$ cat src/hdl/dafs_pkg.sv
`default_nettype none

package dafs_pkg;

   localparam int COUNTER_BITS  = 16;
   localparam int CSR_ADDR_BITS = 4;
   localparam int CSR_DATA_BITS = 32;
   localparam int REQ_DATA_BITS = 56;
   localparam int RSP_DATA_BITS = 32;

   typedef enum logic [1:0] {
      ARM_INIT     = 2'd0,
      ARM_DISARMED = 2'd1,
      ARM_ARMED    = 2'd2,
      ARM_FAIL     = 2'd3
   } arm_state_type;

   typedef enum logic [1:0] {
      FL_GROUND   = 2'd0,
      FL_STARTING = 2'd1,
      FL_INFLIGHT = 2'd2,
      FL_LANDING  = 2'd3
   } flight_state_type;

   typedef enum logic [1:0] {
      CSR_BYPASS_RC    = 2'd0,
      CSR_START_THRUST = 2'd1,
      CSR_ABORT_THRUST = 2'd2,
      CSR_MIN_BATTERY  = 2'd3
   } csr_index_type;

   typedef struct packed {
      logic        bypass_rc;
      logic [9:0]  start_thrust;
      logic [9:0]  abort_thrust;
      logic [15:0] min_battery_mv;
   } cfg_type;

   typedef struct packed {
      arm_state_type           arm;
      flight_state_type        flight;
      logic [COUNTER_BITS-1:0] start_count;
      logic                    arm_pending;
      logic                    stop_pending;
      logic                    usb_ctrl;
   } state_type;

   typedef struct packed {
      logic        offset_done;
      logic        rc_arm_switch;
      logic        rc_lost;
      logic        rc_auto;
      logic        mixer_ready;
      logic        battery_low;
      logic [9:0]  thrust;
      logic [15:0] climb_rate;
      logic [15:0] battery_mv;
      logic        arm_cmd;
      logic        stop_cmd;
   } item_type;

   typedef struct packed {
      arm_state_type    arm_now;
      flight_state_type flight_now;
      logic             usb_in_control;
      logic             arm_refused;
      logic             motors_stop;
      logic             band_update;
      logic [7:0]       band_red;
      logic [7:0]       band_green;
      logic [6:0]       band_blue;
   } result_type;

endpackage

`default_nettype wire

$ cat src/hdl/dafs_csr.sv
`default_nettype none

module dafs_csr
   import dafs_pkg::*;
(
   input  wire logic                     clock,
   input  wire logic                     reset,
   input  wire logic                     csr_psel,
   input  wire logic                     csr_penable,
   input  wire logic                     csr_pwrite,
   input  wire logic [CSR_ADDR_BITS-1:0] csr_paddr,
   input  wire logic [CSR_DATA_BITS-1:0] csr_pwdata,
   output logic      [CSR_DATA_BITS-1:0] csr_prdata,
   output logic                          csr_pready,
   output cfg_type                       cfg
);

   cfg_type       cfg_ff;
   cfg_type       cfg_in;
   csr_index_type index;
   logic          write_en;

   assign index      = csr_index_type'(csr_paddr[CSR_ADDR_BITS-1:2]);
   assign write_en   = csr_psel & csr_penable & csr_pwrite;
   assign csr_pready = 1'b1;
   assign cfg        = cfg_ff;

   always_comb begin
      cfg_in = cfg_ff;
      if (write_en) begin
         unique case (index)
            CSR_BYPASS_RC:    cfg_in.bypass_rc      = csr_pwdata[0];
            CSR_START_THRUST: cfg_in.start_thrust   = csr_pwdata[9:0];
            CSR_ABORT_THRUST: cfg_in.abort_thrust   = csr_pwdata[9:0];
            CSR_MIN_BATTERY:  cfg_in.min_battery_mv = csr_pwdata[15:0];
            default:          cfg_in = cfg_ff;
         endcase
      end
   end

   always_comb begin
      unique case (index)
         CSR_BYPASS_RC:    csr_prdata = CSR_DATA_BITS'(cfg_ff.bypass_rc);
         CSR_START_THRUST: csr_prdata = CSR_DATA_BITS'(cfg_ff.start_thrust);
         CSR_ABORT_THRUST: csr_prdata = CSR_DATA_BITS'(cfg_ff.abort_thrust);
         CSR_MIN_BATTERY:  csr_prdata = CSR_DATA_BITS'(cfg_ff.min_battery_mv);
         default:          csr_prdata = '0;
      endcase
   end

   always_ff @(posedge clock) begin
      if (reset) begin
         cfg_ff.bypass_rc      <= 1'b0;
         cfg_ff.start_thrust   <= 10'd200;
         cfg_ff.abort_thrust   <= 10'd300;
         cfg_ff.min_battery_mv <= 16'd10000;
      end else begin
         cfg_ff <= cfg_in;
      end
   end

endmodule

`default_nettype wire

$ cat src/hdl/dafs_core.sv
`default_nettype none

module dafs_core
   import dafs_pkg::*;
(
   input  wire state_type  st,
   input  wire item_type   item,
   input  wire cfg_type    cfg,
   output state_type       st_next,
   output result_type      result
);

   localparam logic signed [COUNTER_BITS-1:0] CNT_ZERO   = COUNTER_BITS'(0);
   localparam logic signed [COUNTER_BITS-1:0] CNT_ONE    = COUNTER_BITS'(1);
   localparam logic signed [COUNTER_BITS-1:0] CNT_TEN    = COUNTER_BITS'(10);
   localparam logic signed [COUNTER_BITS-1:0] CNT_DOWN   = COUNTER_BITS'(-1);
   localparam logic signed [COUNTER_BITS-1:0] CNT_LAUNCH = COUNTER_BITS'(200);
   localparam logic signed [COUNTER_BITS-1:0] CNT_REARM  = COUNTER_BITS'(1001);
   localparam logic signed [COUNTER_BITS-1:0] CNT_FLIGHT = COUNTER_BITS'(4000);
   localparam logic signed [15:0]             CLIMB_RISE = 16'sd150;
   localparam logic signed [15:0]             CLIMB_FAST = 16'sd700;

   function automatic logic signed [COUNTER_BITS-1:0] sat_add(
      input logic signed [COUNTER_BITS-1:0] v,
      input logic signed [COUNTER_BITS-1:0] d
   );
      logic signed [COUNTER_BITS:0] wide;
      wide = {v[COUNTER_BITS-1], v} + {d[COUNTER_BITS-1], d};
      if (wide[COUNTER_BITS] != wide[COUNTER_BITS-1]) begin
         sat_add = wide[COUNTER_BITS] ? {1'b1, {(COUNTER_BITS-1){1'b0}}}
                                      : {1'b0, {(COUNTER_BITS-1){1'b1}}};
      end else begin
         sat_add = wide[COUNTER_BITS-1:0];
      end
   endfunction

   logic                           pend_arm;
   logic                           pend_stop;
   logic                           arm_pend_nx;
   logic                           stop_pend_nx;
   logic                           arm_try;
   logic                           arm_ok;
   logic                           arm_fault;
   logic                           arm_quit;
   logic                           fail_clear;
   arm_state_type                  arm_nx;
   flight_state_type               flight_nx;
   logic signed [COUNTER_BITS-1:0] count;
   logic signed [COUNTER_BITS-1:0] count_nx;
   logic signed [COUNTER_BITS-1:0] count_start;
   logic signed [15:0]             climb;
   logic                           refused;
   logic                           mstop;
   logic                           band;

   assign pend_arm    = st.arm_pending | item.arm_cmd;
   assign pend_stop   = st.stop_pending | item.stop_cmd;
   assign arm_try     = pend_arm | item.rc_arm_switch;
   assign arm_ok      = item.mixer_ready & ~item.battery_low & (cfg.bypass_rc | ~item.rc_lost);
   assign arm_fault   = item.battery_low | (item.rc_lost & ~cfg.bypass_rc);
   assign arm_quit    = pend_stop | (~item.rc_arm_switch & ~cfg.bypass_rc);
   assign fail_clear  = ~item.rc_lost | cfg.bypass_rc | (st.flight == FL_GROUND);
   assign count       = $signed(st.start_count);
   assign climb       = $signed(item.climb_rate);
   assign count_start = (item.climb_rate != 16'd0 && climb > CLIMB_RISE
                         && item.battery_mv > cfg.min_battery_mv)
                        ? sat_add(count, CNT_TEN) : sat_add(count, CNT_DOWN);

   always_comb begin
      arm_nx       = st.arm;
      arm_pend_nx  = pend_arm;
      stop_pend_nx = pend_stop;
      unique case (st.arm)
         ARM_INIT: begin
            if (item.offset_done) arm_nx = ARM_DISARMED;
         end
         ARM_DISARMED: begin
            if (!item.offset_done) arm_nx = ARM_INIT;
            if (arm_try) begin
               if (arm_ok) arm_nx = ARM_ARMED;
               arm_pend_nx = 1'b0;
            end
         end
         ARM_ARMED: begin
            if (arm_fault) begin
               arm_nx = ARM_FAIL;
            end else if (arm_quit) begin
               arm_nx       = ARM_DISARMED;
               stop_pend_nx = 1'b0;
            end
         end
         ARM_FAIL: begin
            if (fail_clear) arm_nx = ARM_DISARMED;
         end
         default: arm_nx = st.arm;
      endcase
   end

   always_comb begin
      refused = 1'b0;
      mstop   = 1'b0;
      band    = 1'b0;
      unique case (st.arm)
         ARM_INIT:     ;
         ARM_DISARMED: refused = arm_try & ~arm_ok;
         ARM_ARMED: begin
            mstop = ~arm_fault & arm_quit;
            band  = ~arm_fault & ~arm_quit;
         end
         ARM_FAIL:     mstop = fail_clear;
         default:      ;
      endcase
   end

   always_comb begin
      flight_nx = st.flight;
      count_nx  = count;
      unique case (st.flight)
         FL_GROUND: begin
            if (item.thrust > cfg.start_thrust && arm_nx == ARM_ARMED) begin
               if (count > CNT_LAUNCH) begin
                  flight_nx = FL_STARTING;
                  count_nx  = CNT_REARM;
               end else begin
                  count_nx = sat_add(count, CNT_ONE);
               end
            end else begin
               count_nx = CNT_ZERO;
            end
         end
         FL_STARTING: begin
            if (item.thrust < cfg.abort_thrust) flight_nx = FL_GROUND;
            if (arm_nx == ARM_ARMED) begin
               count_nx = count_start;
               if (count_start <= CNT_ZERO) begin
                  flight_nx = FL_GROUND;
               end else if (count_start > CNT_FLIGHT || climb >= CLIMB_FAST) begin
                  flight_nx = FL_INFLIGHT;
               end
            end else begin
               flight_nx = FL_GROUND;
            end
         end
         FL_INFLIGHT: begin
            count_nx = sat_add(count, CNT_DOWN);
            if (arm_nx == ARM_DISARMED) flight_nx = FL_GROUND;
         end
         FL_LANDING: begin
            flight_nx = FL_GROUND;
            count_nx  = CNT_ZERO;
         end
         default: flight_nx = FL_GROUND;
      endcase
   end

   always_comb begin
      st_next.arm          = arm_nx;
      st_next.flight       = flight_nx;
      st_next.start_count  = count_nx;
      st_next.arm_pending  = arm_pend_nx;
      st_next.stop_pending = stop_pend_nx;
      if (cfg.bypass_rc) begin
         st_next.usb_ctrl = 1'b1;
      end else if (!item.rc_lost) begin
         st_next.usb_ctrl = item.rc_auto;
      end else begin
         st_next.usb_ctrl = st.usb_ctrl;
      end
   end

   always_comb begin
      result.arm_now        = arm_nx;
      result.flight_now     = flight_nx;
      result.usb_in_control = st_next.usb_ctrl;
      result.arm_refused    = refused;
      result.motors_stop    = mstop;
      result.band_update    = band;
      result.band_red       = band ? item.thrust[9:2] : 8'd0;
      result.band_green     = band ? ~item.thrust[9:2] : 8'd0;
      result.band_blue      = band ? item.thrust[9:3] : 7'd0;
   end

endmodule

`default_nettype wire

$ cat src/hdl/drone_arm_flight_supervisor.sv
// Arm and flight supervisor for a small multirotor, advanced once per sample tick. Each item on
// the request stream is one tick of sensor, radio and host status; each produces exactly one
// item on the response stream in the cycle after it is accepted, carrying both state
// machines, USB control, the refused-arm and motor-stop pulses and the armed LED band colour.
// One item can be accepted in every cycle: the whole update is a single pass of compare and
// saturating increment logic from the state registers into the response register, and
// req_tready falls only while a finished response is held by a low rsp_tready. Configuration
// registers must be written through the APB port while the stream is idle (not enforced).
`default_nettype none

module drone_arm_flight_supervisor
   import dafs_pkg::*;
(
   input  wire logic                     clock,
   input  wire logic                     reset,
   // req_tdata: offset_done, rc_arm_switch, rc_lost, rc_auto, mixer_ready, battery_low,
   // thrust[9:0], climb_rate[15:0], battery_mv[15:0], arm_cmd, stop_cmd, zero fill.
   input  wire logic [REQ_DATA_BITS-1:0] req_tdata,
   input  wire logic                     req_tvalid,
   output logic                          req_tready,
   // rsp_tdata: arm_now[1:0], flight_now[1:0], usb_in_control, arm_refused, motors_stop,
   // band_update, band_red[7:0], band_green[7:0], band_blue[6:0], zero fill.
   output logic      [RSP_DATA_BITS-1:0] rsp_tdata,
   output logic                          rsp_tvalid,
   input  wire logic                     rsp_tready,
   input  wire logic                     csr_psel,
   input  wire logic                     csr_penable,
   input  wire logic                     csr_pwrite,
   input  wire logic [CSR_ADDR_BITS-1:0] csr_paddr,
   input  wire logic [CSR_DATA_BITS-1:0] csr_pwdata,
   output logic      [CSR_DATA_BITS-1:0] csr_prdata,
   output logic                          csr_pready
);

   cfg_type    cfg;
   item_type   item;
   state_type  state_ff;
   state_type  state_in;
   result_type result;
   result_type rsp_ff;
   result_type rsp_in;
   logic       rsp_valid_ff;
   logic       rsp_valid_in;
   logic       accept;

   dafs_csr u_csr (
      .clock       (clock),
      .reset       (reset),
      .csr_psel    (csr_psel),
      .csr_penable (csr_penable),
      .csr_pwrite  (csr_pwrite),
      .csr_paddr   (csr_paddr),
      .csr_pwdata  (csr_pwdata),
      .csr_prdata  (csr_prdata),
      .csr_pready  (csr_pready),
      .cfg         (cfg)
   );

   assign item.offset_done   = req_tdata[0];
   assign item.rc_arm_switch = req_tdata[1];
   assign item.rc_lost       = req_tdata[2];
   assign item.rc_auto       = req_tdata[3];
   assign item.mixer_ready   = req_tdata[4];
   assign item.battery_low   = req_tdata[5];
   assign item.thrust        = req_tdata[15:6];
   assign item.climb_rate    = req_tdata[31:16];
   assign item.battery_mv    = req_tdata[47:32];
   assign item.arm_cmd       = req_tdata[48];
   assign item.stop_cmd      = req_tdata[49];

   dafs_core u_core (
      .st      (state_ff),
      .item    (item),
      .cfg     (cfg),
      .st_next (state_in),
      .result  (result)
   );

   assign req_tready   = ~rsp_valid_ff | rsp_tready;
   assign accept       = req_tvalid & req_tready;
   assign rsp_valid_in = accept | (rsp_valid_ff & ~rsp_tready);
   assign rsp_in       = accept ? result : rsp_ff;

   always_ff @(posedge clock) begin
      if (reset) begin
         state_ff.arm          <= ARM_INIT;
         state_ff.flight       <= FL_GROUND;
         state_ff.start_count  <= '0;
         state_ff.arm_pending  <= 1'b0;
         state_ff.stop_pending <= 1'b0;
         state_ff.usb_ctrl     <= 1'b0;
         rsp_valid_ff          <= 1'b0;
      end else begin
         if (accept) state_ff <= state_in;
         rsp_valid_ff <= rsp_valid_in;
      end
   end

   always_ff @(posedge clock) begin
      rsp_ff <= rsp_in;
   end

   assign rsp_tvalid = rsp_valid_ff;
   assign rsp_tdata  = {1'b0, rsp_ff.band_blue, rsp_ff.band_green, rsp_ff.band_red,
                        rsp_ff.band_update, rsp_ff.motors_stop, rsp_ff.arm_refused,
                        rsp_ff.usb_in_control, rsp_ff.flight_now, rsp_ff.arm_now};

   a_stop_disarms: assert property (@(posedge clock) disable iff (reset)
      (rsp_valid_ff && rsp_ff.motors_stop) |-> (rsp_ff.arm_now == ARM_DISARMED))
      else $error("motor stop reported without a disarmed state");

   a_band_armed: assert property (@(posedge clock) disable iff (reset)
      (rsp_valid_ff && rsp_ff.band_update) |-> (rsp_ff.arm_now == ARM_ARMED))
      else $error("band colour reported while not armed");

   a_refused_state: assert property (@(posedge clock) disable iff (reset)
      (rsp_valid_ff && rsp_ff.arm_refused)
      |-> (rsp_ff.arm_now == ARM_INIT || rsp_ff.arm_now == ARM_DISARMED))
      else $error("refused arm left the machine armed or failed");

   a_starting_armed: assert property (@(posedge clock) disable iff (reset)
      (state_ff.flight == FL_STARTING) |-> (state_ff.arm == ARM_ARMED))
      else $error("starting state held while not armed");

   a_no_landing: assert property (@(posedge clock) disable iff (reset)
      state_ff.flight != FL_LANDING)
      else $error("landing state entered");

   a_state_holds: assert property (@(posedge clock) disable iff (reset)
      !accept |=> $stable(state_ff))
      else $error("state changed without an accepted item");

endmodule

`default_nettype wire
$ cat config.mk
export PLATFORM = sky130hd
export DESIGN_NAME = drone_arm_flight_supervisor
export DESIGN_NICKNAME = d
export VERILOG_FILES = /design/src/hdl/dafs_pkg.sv /design/src/hdl/dafs_csr.sv /design/src/hdl/dafs_core.sv /design/src/hdl/drone_arm_flight_supervisor.sv
export SDC_FILE = /design/constraint.sdc
export NUM_CORES = 1
export LEC_CHECK = 0
export BUFFER_PORTS_ARGS = -buffer_cell sky130_fd_sc_hd__clkbuf_2
export CORE_ASPECT_RATIO = 0.6
export CORE_MARGIN = 1
export CORE_UTILIZATION = 55
export CTS_CLUSTER_SIZE = 16
export DETAILED_ROUTE_END_ITERATION = 10
export PLACE_DENSITY = 0.8
export SYNTH_ARGS = -nofsm -noshare
export SYNTH_HDL_FRONTEND = slang
export SYNTH_HIERARCHICAL = 1
export SYNTH_SLANG_ARGS = --single-unit
$ cat constraint.sdc
create_clock -name clock -period 5.4 [get_ports clock]
set_clock_uncertainty 0.2 [all_clocks]
set_input_delay 1.08 -clock clock [delete_from_list [all_inputs] [get_ports clock]]
set_output_delay 1.08 -clock clock [all_outputs]
set_load 0.05 [all_outputs]
# Word level (Yosys, flattened, before mapping)
# Index checks and enable logic that the tools add are counted.
# word_totals
register_bits,92
wordCells,126
output_inout_bits,67
# classes
mux,37
bitwise,30
order_cmp,8
n_addsub,3
reduce_logical,13
eq_ne,15
# op_table
op,n
2-to-1 mux 16 bit,10
case mux 32 bit (4 select lines),1
case mux 16 bit (4 select lines),1
greater-than comparator 16 x 9 -> 1 bit (second input constant),2
2-to-1 mux 2 bit,14
adder 16 x 1 -> 17 bit (second input constant),1
adder 16 x 2 -> 17 bit (second input constant),1
adder 16 x 5 -> 17 bit (second input constant),1
greater-or-equal comparator 16 x 11 -> 1 bit (second input constant),1
greater-than comparator 16 x 13 -> 1 bit (second input constant),1
greater-than comparator 16 bit,1
<= comparator 16 x 1 -> 1 bit (second input constant),1
case mux 2 bit (4 select lines),2
nonzero test 16 bit,1
equality test 2 bit (second input constant),7
bitwise AND 1 bit,11
greater-than comparator 10 bit,1
less-than comparator 10 bit,1
AND reduction 2 bit,5
inverter 1 bit,9
OR 1 bit,9
equality test 2 x 1 -> 1 bit (second input constant),4
2-to-1 mux 1 bit,8
inverter 8 bit,1
6 further kinds,12

# Logic depth before layout (Yosys ltp)
# Gate-level depths: netlist of the first run.
# depth
depth_word,10
ltp_mapped,16

# Cells and area by module
# Netlist of the first run, hierarchy kept.
# by_module_without_submodules
mod,cells_each,instances,area_each_um2
dafs_core,578,1,3766.1
drone_arm_flight_supervisor,142,1,2016.9
dafs_csr,202,1,1964.4

# Worst setup path after synthesis of the first run
# No wires, ideal clock.
# synth_path
kind,input port to flip-flop
startpoint,input port req_tdata[47]
endpoint,register state_ff[19] (netlist bit)
path_slack_ps,1300
t_arrival_ps,3830
required_time_ps,5130
path_stages,14
n_path_buf,2
cell_sequence,ha_1 > nand4_1 > or3_1 > a21oi_1 > o31a_1 > clkbuf_1 > o21ai_0 > o221ai_1 > o21ai_1 > a21boi_1 > o41ai_2 > buf_4 > nand3_1 > a21oi_1
# synth_lines
element,line,rtl
from (decl),drone_arm_flight_supervisor.sv:18,"input wire logic [REQ_DATA_BITS-1:0] req_tdata,"
to (signal assigned),drone_arm_flight_supervisor.sv:94,if (accept) state_ff <= state_in;
to (decl),drone_arm_flight_supervisor.sv:37,state_type state_ff;

==> metrics.md, run 1 <==
| Metric | Value |
|---|---|
| All-Layer GR Usage | 0.307 |
| Drt total wl | ~22 mm |
| Clock-pin slew on the worst setup and hold paths | ~0.070 ns |
| Commonest non-fill, non-tap cell in the layout | clkbuf_2 |
| Total die area | 0.0146 mm² |
| Drt pass-1 iters | 5 |
| Cells after Synth | roughly 920 |
| Status | finished clean |
| Cell Area, Synth | 0.00775 mm² |
| WL/cell | between 15 and 20 µm |
| Static leakage | 3.53 nW |
| Max Fclk | 231 MHz |
| Clock Path Buffers | 2 |
| Worst setup SP type | input pin |
| I/O pin cnt | about 170 |
| Final Hold Vio Count | 0 |
| DRT iter0 DRCs | 784 |
| Vias in the first global route | between 6k and 7k |
| GRT Residual Overflow | 0 |
| Clk_lat worst skew | about 0.35 ns |
| Hold Path Class | reg -> reg |
| Worst hold slack | 0.289 ns |
| First-pass GRT wire length | 34.7 mm |
| EDFF count, synth | 31 |
| Gpl congestion | 1.02 |
| Register area share after synthesis | 0.278 |
| Worst path slowest cell | o31a_1 |
| # Max-Cap Violations | 0 |
| CTS resizes | 0 |
| Critical Path Source | req_tdata[46] |
| Final setup violation count | 0 |
| FFs w/ async S/R, synth | 0 |
| Hold Buf Count CTS | 0 |
| Routed vias/inst | a little over 6 |
| Final period util | 0.802 |
| Cell Rows | 33 |
| CORE AREA | roughly 0.014 mm² |
| Reg-to-reg startpoint | state_ff[5] |
| Crit path capture | state_ff[19] |
| Routed Antenna Nets | 0 |
| Synth unique cells | 86 |
| CP Cell Sequence | clkbuf_2 -> ha_1 -> nand4_1 -> nor4_1 -> a311oi_1 -> o31a_1 -> buf_4 -> o21ai_0 -> nand3_1 -> or4_1 -> nand4_1 -> o41ai_2 -> nand3_1 -> a21oi_1 |
| Setup tns final | 0 ns |
| Placed inst area | 0.00816 mm² |
| Initial antenna violation count | 0 |
| Ant diodes | 0 |
| RR Endpoint | state_ff[6] |
| Most frequent cells in the layout | clkbuf_2 (123), nor2_1 (78), dfxtp_1 (61) |
| Die height | around 94 µm |
| Setup crit end kind | flip-flop |
| Pin count of the biggest net entering global routing | 50 |
| Critical path class | in -> reg |
| Normalized max-slew margin | 0.288 |
| Register bit total from synthesis | 92 |
| CTS HTree Levels | 3 |
| Synth Flop Type | dfxtp_1 |
| Stages on the worst setup path | 14 |
| Yosys Warn Count | 6 |
| Total CTS buffers | 9 |
| Final Max Slew Viols | 0 |
| CP top delay family | compound AO/OA/AOI/OAI gates |
| Synthesized area per cell | 8.40 µm² |
| CP peak stage delay | 0.60 ns |
| # Post-CTS Setup Buffers | 0 |
| Max VDD drop | around 0.15 mV |
| CP Max Fanout | 12 |
| PwrDens | 196 mW/mm² |
| WP data arrival | approximately 4.4 ns |
| PortBufs | 123 |
| TritonCTS clock tree | built |
| Cell area after layout | 0.00845 mm² |
| CTS root buf | clkbuf_16 |
| Bufs and invs on worst path | 2 |
| DRC | 0 |
| Unrepaired setup endpoints after global routing | false |
| Post-layout net count | 1124 |
| Clock Sinks | 92 |
| Initial core utilization | 0.565 |
| WP data required | about 5.5 ns |
| Worst R2R Setup Slack | 1.15 ns |
| Final HPWL DP | 16.6 mm |
| Min Tclk post-route | approximately 4.3 ns |
| Cell count of the worst reg-to-reg path | 11 |
| Ratio of cells with drive above 1 in the final layout | 0.195 |
| Synthesis-to-finish area growth | 9.12% |
| Worst-margin pin slew | ~1.1 ns |
| Die span in x | 155 µm |
| Vias | 7229 |
[cell usage after synthesis, types with 16 or more instances]
cell type	n	area, µm²
nand3_1	43	215
nand2b_1	42	263
ha_1	39	488
buf_4	38	285
nor2_1	78	293
o21ai_0	32	160
buf_2	18	90.1
inv_1	47	176
nand2_1	47	176
a21oi_1	58	290
clkbuf_1	33	124
mux2i_1	42	420
a21bo_1	23	230
edfxtp_1	31	931
dfxtp_1	61	1220
nand4_1	19	119
xnor2_1	25	219
and2_1	16	100
[final cells by class]
class | count | area (µm²)
inverter | 47 | 176
tap | 192 | 240
clock buffer | 9 | 225
sequential | 92 | 2150
clock inverter | 7 | 73.8
timing repair buffer | 138 | 728
fill | 1202 | 5250
multi-input combinational | 698 | 4860
[through the flow]
stage	total power [W]	utilization	setup WS [ns]	instances
CTS	0.00165	0.617	1.15	1183
global route	0.00171	0.617	0.825	1183
floorplan	0.000967	-	1.30	937
detailed placement	0.00103	0.595	0.789	1167
global placement	0.00102	0.595	0.819	1167
finish	0.00166	0.617	1.07	1183
[tightest hold or removal path, cell delays in order, from the launching register on]
cell and delay [ns]:
dfxtp_1 0.33, nand2b_1 0.06, mux2i_1 0.05
[cell families after synthesis]
kind of cell    Yosys count  synth area share
buf+inv                 147             0.102
compound gates          224             0.212
other cells               3           0.00145
simple gates            331             0.233
fa+ha+maj                39            0.0630
xor+xnor                 30            0.0339
mux                      56            0.0761
flops                    92             0.278
[power by group]
group	internal (W)	leakage, nW	switching (W)	total [W]
logic	0.0000833	2.57	0.000194	0.000277
registers	0.000731	0.807	0.00000891	0.000740
clock network	0.000361	0.148	0.000278	0.000639
[routing by layer]
layer	part of all wire	track usage	wire, µm	up-vias
met5	0	0	0	-
li1	-	-	-	3396
met4	0.0071	0.0425	155	0
met1	0.47	0.477	10300	3362
met2	0.39	0.413	8440	452
met3	0.14	0.0913	3000	19
[flip-flops by register name (all words and copies together) (netlist names)]
signal	flops
u_csr/cfg	37
rsp_tdata	31
state_ff	23
rsp_tvalid	1
[how the worst min path moves through the flow]
stage | cells past startpoint | start | end
3_5_place_dp | 2 | u_csr/cfg[7] | u_csr/cfg[7]
2_1_floorplan | 2 | u_csr/cfg[16] | u_csr/cfg[16]
5_1_grt | 2 | u_csr/cfg[7] | u_csr/cfg[7]
6_report | 2 | u_csr/cfg[7] | u_csr/cfg[7]
4_1_cts | 2 | u_csr/cfg[7] | u_csr/cfg[7]
3_3_place_gp | 2 | u_csr/cfg[22] | u_csr/cfg[22]
Note: power is estimated with default switching activity, not from simulation.
==> inputs of run 2 (changes only) <==
CORE_UTILIZATION = 51   (was 55)
PLACE_DENSITY = 0.78   (was 0.8)
clock period = 3.5 ns   (was 5.4 ns; I/O delays follow)
==> metrics.md, run 2 (same netlist as run 1, synthesis figures left out) <==
| Metric | Value |
|---|---|
| Clock Sinks | 92 (unchanged) |
| Critical path class | in -> reg (unchanged) |
| Drt pass-1 iters | 5 (unchanged) |
| WP data required | 3.39 ns (was 5.47 ns) |
| Placed inst area | 0.00899 mm² (was 0.00816 mm²) |
| Max reg flops | 37 (unchanged) |
| Routed vias/inst | 6.08 (was 6.11) |
| Final period util | 1.03 |
| Worst-margin pin slew | 0.825 ns (was 1.05 ns) |
| PortBufs | 123 (unchanged) |
| Status | finished, violations left (was finished clean) |
| Synthesis-to-finish area growth | 25.4% (was 9.12%) |
| Hold Buf Count CTS | 0 (unchanged) |
| Vias | 7931 (was 7229) |
| Max Fclk | 276 MHz |
| CP Max Fanout | 6 (was 12) |
| Cell area after layout | 0.00972 mm² (was 0.00845 mm²) |
| Clock-pin slew on the worst setup and hold paths | 0.08 ns (was 0.07 ns) |
| Worst setup SP type | input pin (unchanged) |
| TritonCTS clock tree | built (unchanged) |
| Vias in the first global route | 7033 (was 6407) |
| Unrepaired setup endpoints after global routing | true (was false) |
| GRT Residual Overflow | 0 (unchanged) |
| Final Util | 0.662 (was 0.617) |
| Cell Rows | 34 (was 33) |
| Max VDD drop | 0.227 mV (was 0.148 mV) |
| Final setup violation count | 4 (was 0) |
| All-Layer GR Usage | 0.318 (was 0.307) |
| Fin worst setup slack | -0.118 ns (was 1.07 ns) |
| CTS HTree Levels | 3 (unchanged) |
| # Max-Cap Violations | 0 (unchanged) |
| Static leakage | 4.17 nW (was 3.53 nW) |
| Most frequent cells in the layout | clkbuf_2 (122), buf_4 (120), nor2_1 (77) (was clkbuf_2 (123), nor2_1 (78), dfxtp_1 (61)) |
| Final Hold Vio Count | 0 (unchanged) |
| WL/cell | 20.4 µm (was 18.5 µm) |
| Final Max Slew Viols | 0 (unchanged) |
| Drt total wl | 26.7 mm (was 21.9 mm) |
| Normalized max-slew margin | 0.449 (was 0.288) |
| First-pass GRT wire length | 38.8 mm (was 34.7 mm) |
| Initial core utilization | 0.528 (was 0.565) |
| DRT iter0 DRCs | 949 (was 784) |
| Commonest non-fill, non-tap cell in the layout | clkbuf_2 (unchanged) |
| Pin count of the biggest net entering global routing | 49 (was 50) |
| Failing checks | setup timing |
| PwrDens | 269 mW/mm² (was 196 mW/mm²) |
| Post-layout net count | 1239 (was 1124) |
| Setup crit end kind | flip-flop (unchanged) |
| Clock Path Buffers | 2 (unchanged) |
| WP data arrival | 3.51 ns (was 4.40 ns) |
| Die height | 97.5 µm (was 93.9 µm) |
| Hold Path Depth | 2 (unchanged) |
| Min Tclk post-route | 3.62 ns |
| DRC | 0 (unchanged) |
| Total CTS buffers | 9 (unchanged) |
| Hold Path Class | reg -> reg (unchanged) |
| Cell count of the worst reg-to-reg path | 13 (was 11) |
| Ratio of cells with drive above 1 in the final layout | 0.334 (was 0.195) |
| Clk_lat worst skew | 0.35 ns (about the same) |
| CORE AREA | 0.0147 mm² (was 0.0137 mm²) |
| Final HPWL DP | 19.8 mm (was 16.6 mm) |
| Routed Antenna Nets | 0 (unchanged) |
| Gpl congestion | 1.01 (was 1.02) |
| CTS root buf | clkbuf_16 (unchanged) |
| Ant diodes | 0 (unchanged) |
| Total die area | 0.0157 mm² (was 0.0146 mm²) |
| Die span in x | 161 µm (was 155 µm) |
| I/O pin cnt | 166 (unchanged) |
| Initial antenna violation count | 0 (unchanged) |
## run 2: critical path, cell delays in order
cell      delay, ns
clkbuf_2       0.09
ha_1           0.28
nand4_1        0.22
nor2_1         0.09
a221o_1        0.39
buf_6          0.15
o31a_4         0.34
mux2i_1        0.23
nand4_1        0.17
or4_4          0.50
nand4_1        0.15
buf_4          0.13
o21ai_2        0.06
## run 2: worst paths after layout
check,to,startpoint,slack [ns]
worst min-delay path,u_csr/cfg[12],u_csr/cfg[12],0.29
worst max-delay path,rsp_tdata[3],req_tdata[44],-0.12
worst min register to register,u_csr/cfg[12],u_csr/cfg[12],0.29
worst max register to register,rsp_tdata[3],u_csr/cfg[12],-0.10
## run 2: cell type report
class                      instances  area [µm²]
multi-input combinational        700        5200
fill                            1201        4960
sequential                        92        2170
timing repair buffer             251        1630
tap                              198         248
clock buffer                       9         225
inverter                          47         176
clock inverter                     7        65.1
## run 2: where the power goes
part / total, W / switching (W) / leakage [nW] / internal [W]
Combinational: 0.000498 / 0.000328 / 3.21 / 0.000169
Clock: 0.000974 / 0.000473 / 0.141 / 0.000501
Sequential: 0.00114 / 0.0000145 / 0.812 / 0.00113
## run 2: what timing repair did
action / 4_1_cts / 5_1_grt
endpoints found under the setup margin: 4 / 6
setup buffers: 0 / 8
cloned: 0 / 2
gates resized for setup: 4 / 74
pin swaps: 0 / 19
## run 2: per-stage QoR
stage / setup TNS (ns) / worst slack, ns / instances / hold slack (ns) / power, W
after floorplan: 0 / 0.00956 / 937 / 0.255 / 0.00149
after global placement: -1.81 / -0.355 / 1278 / 0.274 / 0.00161
after detailed placement: -2.20 / -0.450 / 1278 / 0.281 / 0.00162
after CTS: 0 / 0.00609 / 1294 / 0.294 / 0.00257
after global routing: -0.602 / -0.181 / 1304 / 0.310 / 0.00269
final: -0.332 / -0.118 / 1304 / 0.289 / 0.00261
## run 2: per-layer routing
layer	GRT usage	wire length (µm)	vias up
li1	-	-	3634
met1	0.491	12200	3751
met2	0.435	10800	529
met3	0.0901	3490	17
met4	0.0472	172	0
met5	0	0	-
